$ cat src/sv/touch_region_key_mapper_defines.svh
// ---------------------------------------------------------------------------
// Touch region key mapper: assertion macros
// Shared concurrent assertion forms, clocked on clk and disabled in reset.
// ---------------------------------------------------------------------------
`ifndef TOUCH_REGION_KEY_MAPPER_DEFINES_SVH
`define TOUCH_REGION_KEY_MAPPER_DEFINES_SVH

// Same-cycle implication.
`define TRKM_ASSERT_IMP(lbl, ante, cons) \
lbl: assert property (@(posedge clk) disable iff (!arst_n) (ante) |-> (cons)) \
	else $error("trkm: same-cycle check failed");

// Next-cycle implication.
`define TRKM_ASSERT_NEXT(lbl, ante, cons) \
lbl: assert property (@(posedge clk) disable iff (!arst_n) (ante) |=> (cons)) \
	else $error("trkm: next-cycle check failed");

`endif

$ cat src/sv/trkm_pkg.sv
// ---------------------------------------------------------------------------
// Touch region key mapper package
// Region register layout, shape codes, reset values and key bit decode.
// ---------------------------------------------------------------------------
package trkm_pkg;

	localparam int CENTRE_BITS    = 11;
	localparam int RADIUS_BITS    = 7;
	localparam int KEY_IDX_BITS   = 4;
	localparam int KEY_BITS       = 16;
	localparam int MAX_REGIONS    = 8;
	localparam int CFG_INDEX_BITS = 3;
	localparam int REGION_BITS    = 42;

	typedef enum logic [1:0] {
		SHAPE_OFF    = 2'd0,
		SHAPE_CIRCLE = 2'd1,
		SHAPE_PILL   = 2'd2,
		SHAPE_PAD    = 2'd3
	} shape_t;

	typedef struct packed {
		logic [KEY_IDX_BITS-1:0] key;
		logic [RADIUS_BITS-1:0]  ry;
		logic [RADIUS_BITS-1:0]  rx;
		logic [CENTRE_BITS-1:0]  cy;
		logic [CENTRE_BITS-1:0]  cx;
		shape_t                  shape;
	} region_t;

	localparam logic [REGION_BITS-1:0] REGION_RESET [MAX_REGIONS] = '{
		42'd82246291113,
		42'd357124197689,
		42'd584824751926,
		42'd859702659278,
		42'd1154209448539,
		42'd2236503805394,
		42'd2511381709362,
		42'd0
	};

	// One-hot key bit for an index that may run past the top of the mask.
	function automatic logic [KEY_BITS-1:0] key_bit(input logic [KEY_IDX_BITS:0] idx);
		logic [KEY_BITS-1:0] bits;
		bits = '0;
		if (idx < (KEY_IDX_BITS+1)'(KEY_BITS)) begin
			bits[idx[KEY_IDX_BITS-1:0]] = 1'b1;
		end
		return bits;
	endfunction

endpackage

$ cat src/sv/trkm_region.sv
// ---------------------------------------------------------------------------
// Touch region key mapper: one region test
// Offsets and compares in the first stage, circle sum and compare in the second.
// ---------------------------------------------------------------------------
module trkm_region #(
	parameter int COORD_BITS = 11
) (
	input  logic                            clk,
	input  logic                            load,
	input  logic [COORD_BITS-1:0]           touch_x,
	input  logic [COORD_BITS-1:0]           touch_y,
	input  logic                            touch_down,
	input  trkm_pkg::region_t               region,
	output logic [trkm_pkg::KEY_BITS-1:0]   hit_mask
);
	import trkm_pkg::*;

	localparam int AW = (COORD_BITS > CENTRE_BITS) ? COORD_BITS : CENTRE_BITS;
	localparam int SW = 2 * AW;
	localparam int RW = 2 * RADIUS_BITS;

	logic [AW:0]           dx, dy;
	logic [AW-1:0]         ax, ay, rx_e, ry_e;
	logic                  box_xy, box_yx, dead;
	logic [KEY_IDX_BITS:0] pad_idx;
	logic [KEY_BITS-1:0]   mask_d, circ_bits_d;
	logic [SW-1:0]         sqx_d, sqy_d;
	logic [RW-1:0]         rr_d;

	logic [KEY_BITS-1:0]   mask_s2, circ_bits_s2;
	logic [SW-1:0]         sqx_s2, sqy_s2;
	logic [RW-1:0]         rr_s2;
	logic [SW:0]           dist_sq;

	always_comb begin
		dx   = (AW+1)'(touch_x) - (AW+1)'(region.cx);
		dy   = (AW+1)'(touch_y) - (AW+1)'(region.cy);
		ax   = dx[AW] ? AW'(-dx) : dx[AW-1:0];
		ay   = dy[AW] ? AW'(-dy) : dy[AW-1:0];
		rx_e = AW'(region.rx);
		ry_e = AW'(region.ry);

		box_xy = (ax <= rx_e) && (ay <= ry_e);
		box_yx = (ay <= rx_e) && (ax <= ry_e);
		dead   = (ax <= ry_e) && (ay <= ry_e);

		// Vertical arms win only on a strictly larger vertical offset.
		if (ay > ax) begin
			pad_idx = {1'b0, region.key} + (dy[AW] ? (KEY_IDX_BITS+1)'(2) : (KEY_IDX_BITS+1)'(3));
		end else begin
			pad_idx = {1'b0, region.key} + (dx[AW] ? (KEY_IDX_BITS+1)'(1) : (KEY_IDX_BITS+1)'(0));
		end

		sqx_d = SW'(ax) * SW'(ax);
		sqy_d = SW'(ay) * SW'(ay);
		rr_d  = RW'(region.rx) * RW'(region.rx);

		mask_d      = '0;
		circ_bits_d = '0;
		case (region.shape)
			SHAPE_CIRCLE: begin
				circ_bits_d = key_bit({1'b0, region.key});
			end
			SHAPE_PILL: begin
				if (box_xy) begin
					mask_d = key_bit({1'b0, region.key});
				end
			end
			SHAPE_PAD: begin
				if ((box_xy || box_yx) && !dead) begin
					mask_d = key_bit(pad_idx);
				end
			end
			default: begin
				mask_d = '0;
			end
		endcase

		if (!touch_down) begin
			mask_d      = '0;
			circ_bits_d = '0;
		end
	end

	always_ff @(posedge clk) begin
		if (load) begin
			mask_s2      <= mask_d;
			circ_bits_s2 <= circ_bits_d;
			sqx_s2       <= sqx_d;
			sqy_s2       <= sqy_d;
			rr_s2        <= rr_d;
		end
	end

	always_comb begin
		dist_sq  = (SW+1)'(sqx_s2) + (SW+1)'(sqy_s2);
		hit_mask = mask_s2 | ((dist_sq <= (SW+1)'(rr_s2)) ? circ_bits_s2 : '0);
	end

endmodule

$ cat config.mk
export PLATFORM = sky130hd
export DESIGN_NAME = trkm_region
export DESIGN_NICKNAME = d
export VERILOG_FILES = /design/src/sv/touch_region_key_mapper_defines.svh /design/src/sv/trkm_pkg.sv /design/src/sv/trkm_region.sv
export SDC_FILE = /design/constraint.sdc
export NUM_CORES = 1
export LEC_CHECK = 0
export BUFFER_PORTS_ARGS = -buffer_cell sky130_fd_sc_hd__buf_2
export CAP_MARGIN = 15
export CORE_AREA = 2 2 209 211
export DETAILED_ROUTE_END_ITERATION = 8
export DIE_AREA = 0 0 211 213
export MAX_ROUTING_LAYER = met4
export PLACE_DENSITY = 0.45
export SLEW_MARGIN = 5
export SYNTH_ARGS = -nofsm -noshare
export SYNTH_HDL_FRONTEND = slang
export SYNTH_SLANG_ARGS = --single-unit
$ cat constraint.sdc
create_clock -name clk -period 14.4 [get_ports clk]
set_clock_uncertainty 0.15 [all_clocks]
set_input_delay 2.88 -clock clk [delete_from_list [all_inputs] [get_ports clk]]
set_output_delay 2.88 -clock clk [all_outputs]
set_load 0.02 [all_outputs]
==> impl_results.md <==
- IO Count: 83
- Post-layout min period: 11.16 ns
- Hold Path Class: input pin to register
- Crit-path max cell delay: a little over 0.8 ns
- Cell count after placement: about 2,200
- Crit path capture type: register
- Routability Congestion: 0.814
- Sequential share of the synthesized area: a little under a fifth
- Starting Density: about 34%
- Hold Buf Count CTS: 0
- TritonCTS sink count: just under 90
- Syn Nets: 2,007
- Crit Path Category: input pin to register
- Die Y: about 210 um
- Max Cap Viol: 0
- Crit path capture: sqx_s2[20]
- Layout Nets: between 2,000 and 2,500
- CTS H-tree depth: 3
- CP Data Arrival Time: ~11 ns
- Ant diodes: 0
- Clock tree buffer depth: 2
- Syn Area/Cell: around 9.1 um^2
- Largest net degree at the start of global routing: a little under 90
- PortBufs: 82
- CTS Buf Count: 9
- Status: finished clean
- 1st-iter DRT viols: 410
- Post-CTS Setup Bufs: 0
- Share of cells above drive strength 1: slightly above 8%
- Cell Count, Final, Fillers Out: 2,209
- Fmax: 89.6 MHz
- Number of synthesized flops with an enable pin: 87
- Final setup vio count: 0
- Pre-Repair DR Iteration Count: 5
- Critical path origin: region[3]
- Mapped Cells: between 1,500 and 2,000
- Final setup TNS: 0 ns
- Global-route wire length before repair: roughly 58 mm
- Critical Path RT: 14.35 ns
- Post-synthesis async set-or-reset flop share: 0%
- Synth unique cells: 75
- Core ar.: 42,700 um^2
- Synth Cell Area: 14,300 um^2
- Die Wd: 211 um
- Fin. max-slew vios: 0
- Register area: 2610 um^2
- Multi-input gate area: around 10,000 um^2
- Crit-path slowest cell: xnor2_1
- Antenna violations before repair: 0
- Antenna Nets Post-Route: 0
- Post-CTS sizing: 0
- GRT overflow: 0
- RSZ-0062 raised after global routing: false
- Hold Fails Final Rpt: 0
- Die area: roughly 45,000 um^2
- Crit-path max FO: 9
- Placed cell area: approximately 15,000 um^2
- Number of core rows: 76
- CTS tree: built
- Worst Tran Pin Value: between 1 and 1.5 ns
- Gr usage total: between 10% and 20%
- Tcrit/Tclk final: 77.5%
- Routed len/inst: roughly 16 um
- Reg clk slew, reported paths: ~0.06 ns
- Total number of vias: around 11,000
- Drt via density: between 4 and 5
- Synth-to-Final Area Change: 10.0%
- DRC: 0
- CP startpoint kind: input pin
- Dpl hpwl: approximately 29 mm
- FF+latch count, synth: 87
- Fillers: around 4,300
- Worst rel slew slack: between 20% and 30%
- Root buffer cell: clkbuf_16
- Final instance area: between 15,000 and 20,000 um^2
- Vias in the first global route: roughly 11,000
- Drt total wl: ~35 mm
- Top_reg_cell synth: edfxtp_1
- Ys Warns: 0
[sequential cells by signal, indices dropped and copies added, names as in the netlist]
signal,cells
sqx_s2,21
circ_bits_s2,16
rr_s2,13
mask_s2,16
sqy_s2,21
[cells in the mapped netlist (all sizes together), types with 5 or more instances]
library cell | n | area share [%]
inv | 317 | 8.3
ha | 222 | 19
fa | 146 | 20
nor2 | 145 | 3.8
nand2 | 95 | 2.5
edfxtp | 87 | 18
a21oi | 70 | 2.4
xnor2 | 69 | 4.2
a21o | 47 | 2.5
o21ai | 43 | 1.5
xor2 | 34 | 2.1
nand3 | 25 | 0.87
nor3 | 23 | 0.80
o21a | 21 | 1.1
clkbuf | 17 | 0.45
nor2b | 17 | 0.74
o22ai | 16 | 0.70
nand2b | 15 | 0.66
and3 | 13 | 0.57
nand4 | 10 | 0.44
or2 | 10 | 0.44
a2111oi | 8 | 0.62
o32ai | 8 | 0.49
a31o | 7 | 0.43
and2 | 7 | 0.31
o21bai | 7 | 0.37
a211oi | 6 | 0.35
clkinv | 6 | 0.16
o211ai | 6 | 0.31
a31oi | 5 | 0.22
o31ai | 5 | 0.26
[cell families after synthesis]
| family | Yosys count | synth area share, % |
|---|---|---|
| xor gates and xnor gates | 103 | 6.35 |
| AOI/OAI and AO/OA | 281 | 13.4 |
| DFF | 87 | 18.2 |
| adders and majority gates | 368 | 39.8 |
| buffers and inverters | 342 | 9.03 |
| and+or+nand+nor | 383 | 12.5 |
| muxes | 8 | 0.620 |
[area by class of cell]
cell class	count	area share, %
Multi-Input combinational cell	1143	66.1
Sequential cell	87	16.6
Inverter	323	7.69
Tap cell	546	4.34
Timing Repair Buffer	94	3.19
Clock buffer	9	1.43
Clock inverter	7	0.675
[metrics by stage]
stage	setup WS, ns	util [%]	hold slack, ns
after detailed placement	2.72	36.1	3.16
final	3.24	36.9	2.79
after floorplan	4.08	-	2.83
after global placement	2.81	36.1	3.16
after CTS	3.07	36.9	2.78
after global routing	2.58	36.9	2.81
[cells in the final DEF, fill, tap and decap left out, types with 4 or more instances in the layout]
| cell | Yosys | final |
|---|---|---|
| o211ai_1 | 6 | 6 |
| ha_1 | 222 | 222 |
| nand4_1 | 10 | 10 |
| and2_1 | 7 | 7 |
| or2_2 | 8 | 8 |
| xor2_1 | 33 | 33 |
| nand2_1 | 95 | 95 |
| clkbuf_16 | 0 | 9 |
| and3_1 | 13 | 13 |
| nor2b_1 | 17 | 17 |
| a31o_2 | 7 | 7 |
| fa_1 | 146 | 146 |
| mux2i_1 | 4 | 4 |
| o31ai_1 | 5 | 5 |
| nand2b_1 | 15 | 15 |
| xnor2_1 | 69 | 69 |
| nor3_1 | 23 | 23 |
| inv_1 | 316 | 316 |
| clkinv_1 | 6 | 6 |
| o21bai_1 | 7 | 7 |
| edfxtp_1 | 87 | 87 |
| o22ai_1 | 16 | 16 |
| o21ai_0 | 40 | 40 |
| nor2_1 | 145 | 145 |
| buf_4 | 0 | 13 |
| a211oi_1 | 5 | 5 |
| a2111oi_0 | 7 | 7 |
| nand3b_1 | 4 | 4 |
| o21a_1 | 21 | 21 |
| buf_2 | 1 | 81 |
| a31oi_1 | 5 | 5 |
| a21oi_1 | 70 | 70 |
| a21o_1 | 47 | 47 |
| o32ai_1 | 8 | 8 |
| nand3_1 | 25 | 25 |
[layer usage]
layer | track usage, % | share of wire (%) | up-vias
li1 | - | - | 5431
met1 | 22.5 | 49 | 5033
met2 | 27.4 | 46 | 172
met3 | 1.79 | 3.0 | 33
met4 | 4.20 | 2.3 | 0
met5 | - | 0 | -
[how the worst min path moves through the flow]
stage | depth (start not counted) | start | to | slack (ns)
after CTS | 1 | region[24] | rr_s2[0] | 2.78
after detailed placement | 1 | region[24] | rr_s2[0] | 3.16
after floorplan | 0 | region[24] | rr_s2[0] | 2.83
final | 1 | region[24] | rr_s2[0] | 2.79
after global placement | 1 | region[24] | rr_s2[0] | 3.16
after global routing | 1 | region[24] | rr_s2[0] | 2.81
[critical path: cells and delay by family]
family          cells  cell delay (ns)
buf+inv             7             1.01
compound gates      8             2.12
xor+xnor            2             0.98
simple gates        6             1.03
fa+ha+maj           7             3.08
Power is not shown: default switching activity piles up to over one toggle a cycle in this logic, so the estimate is an artifact.
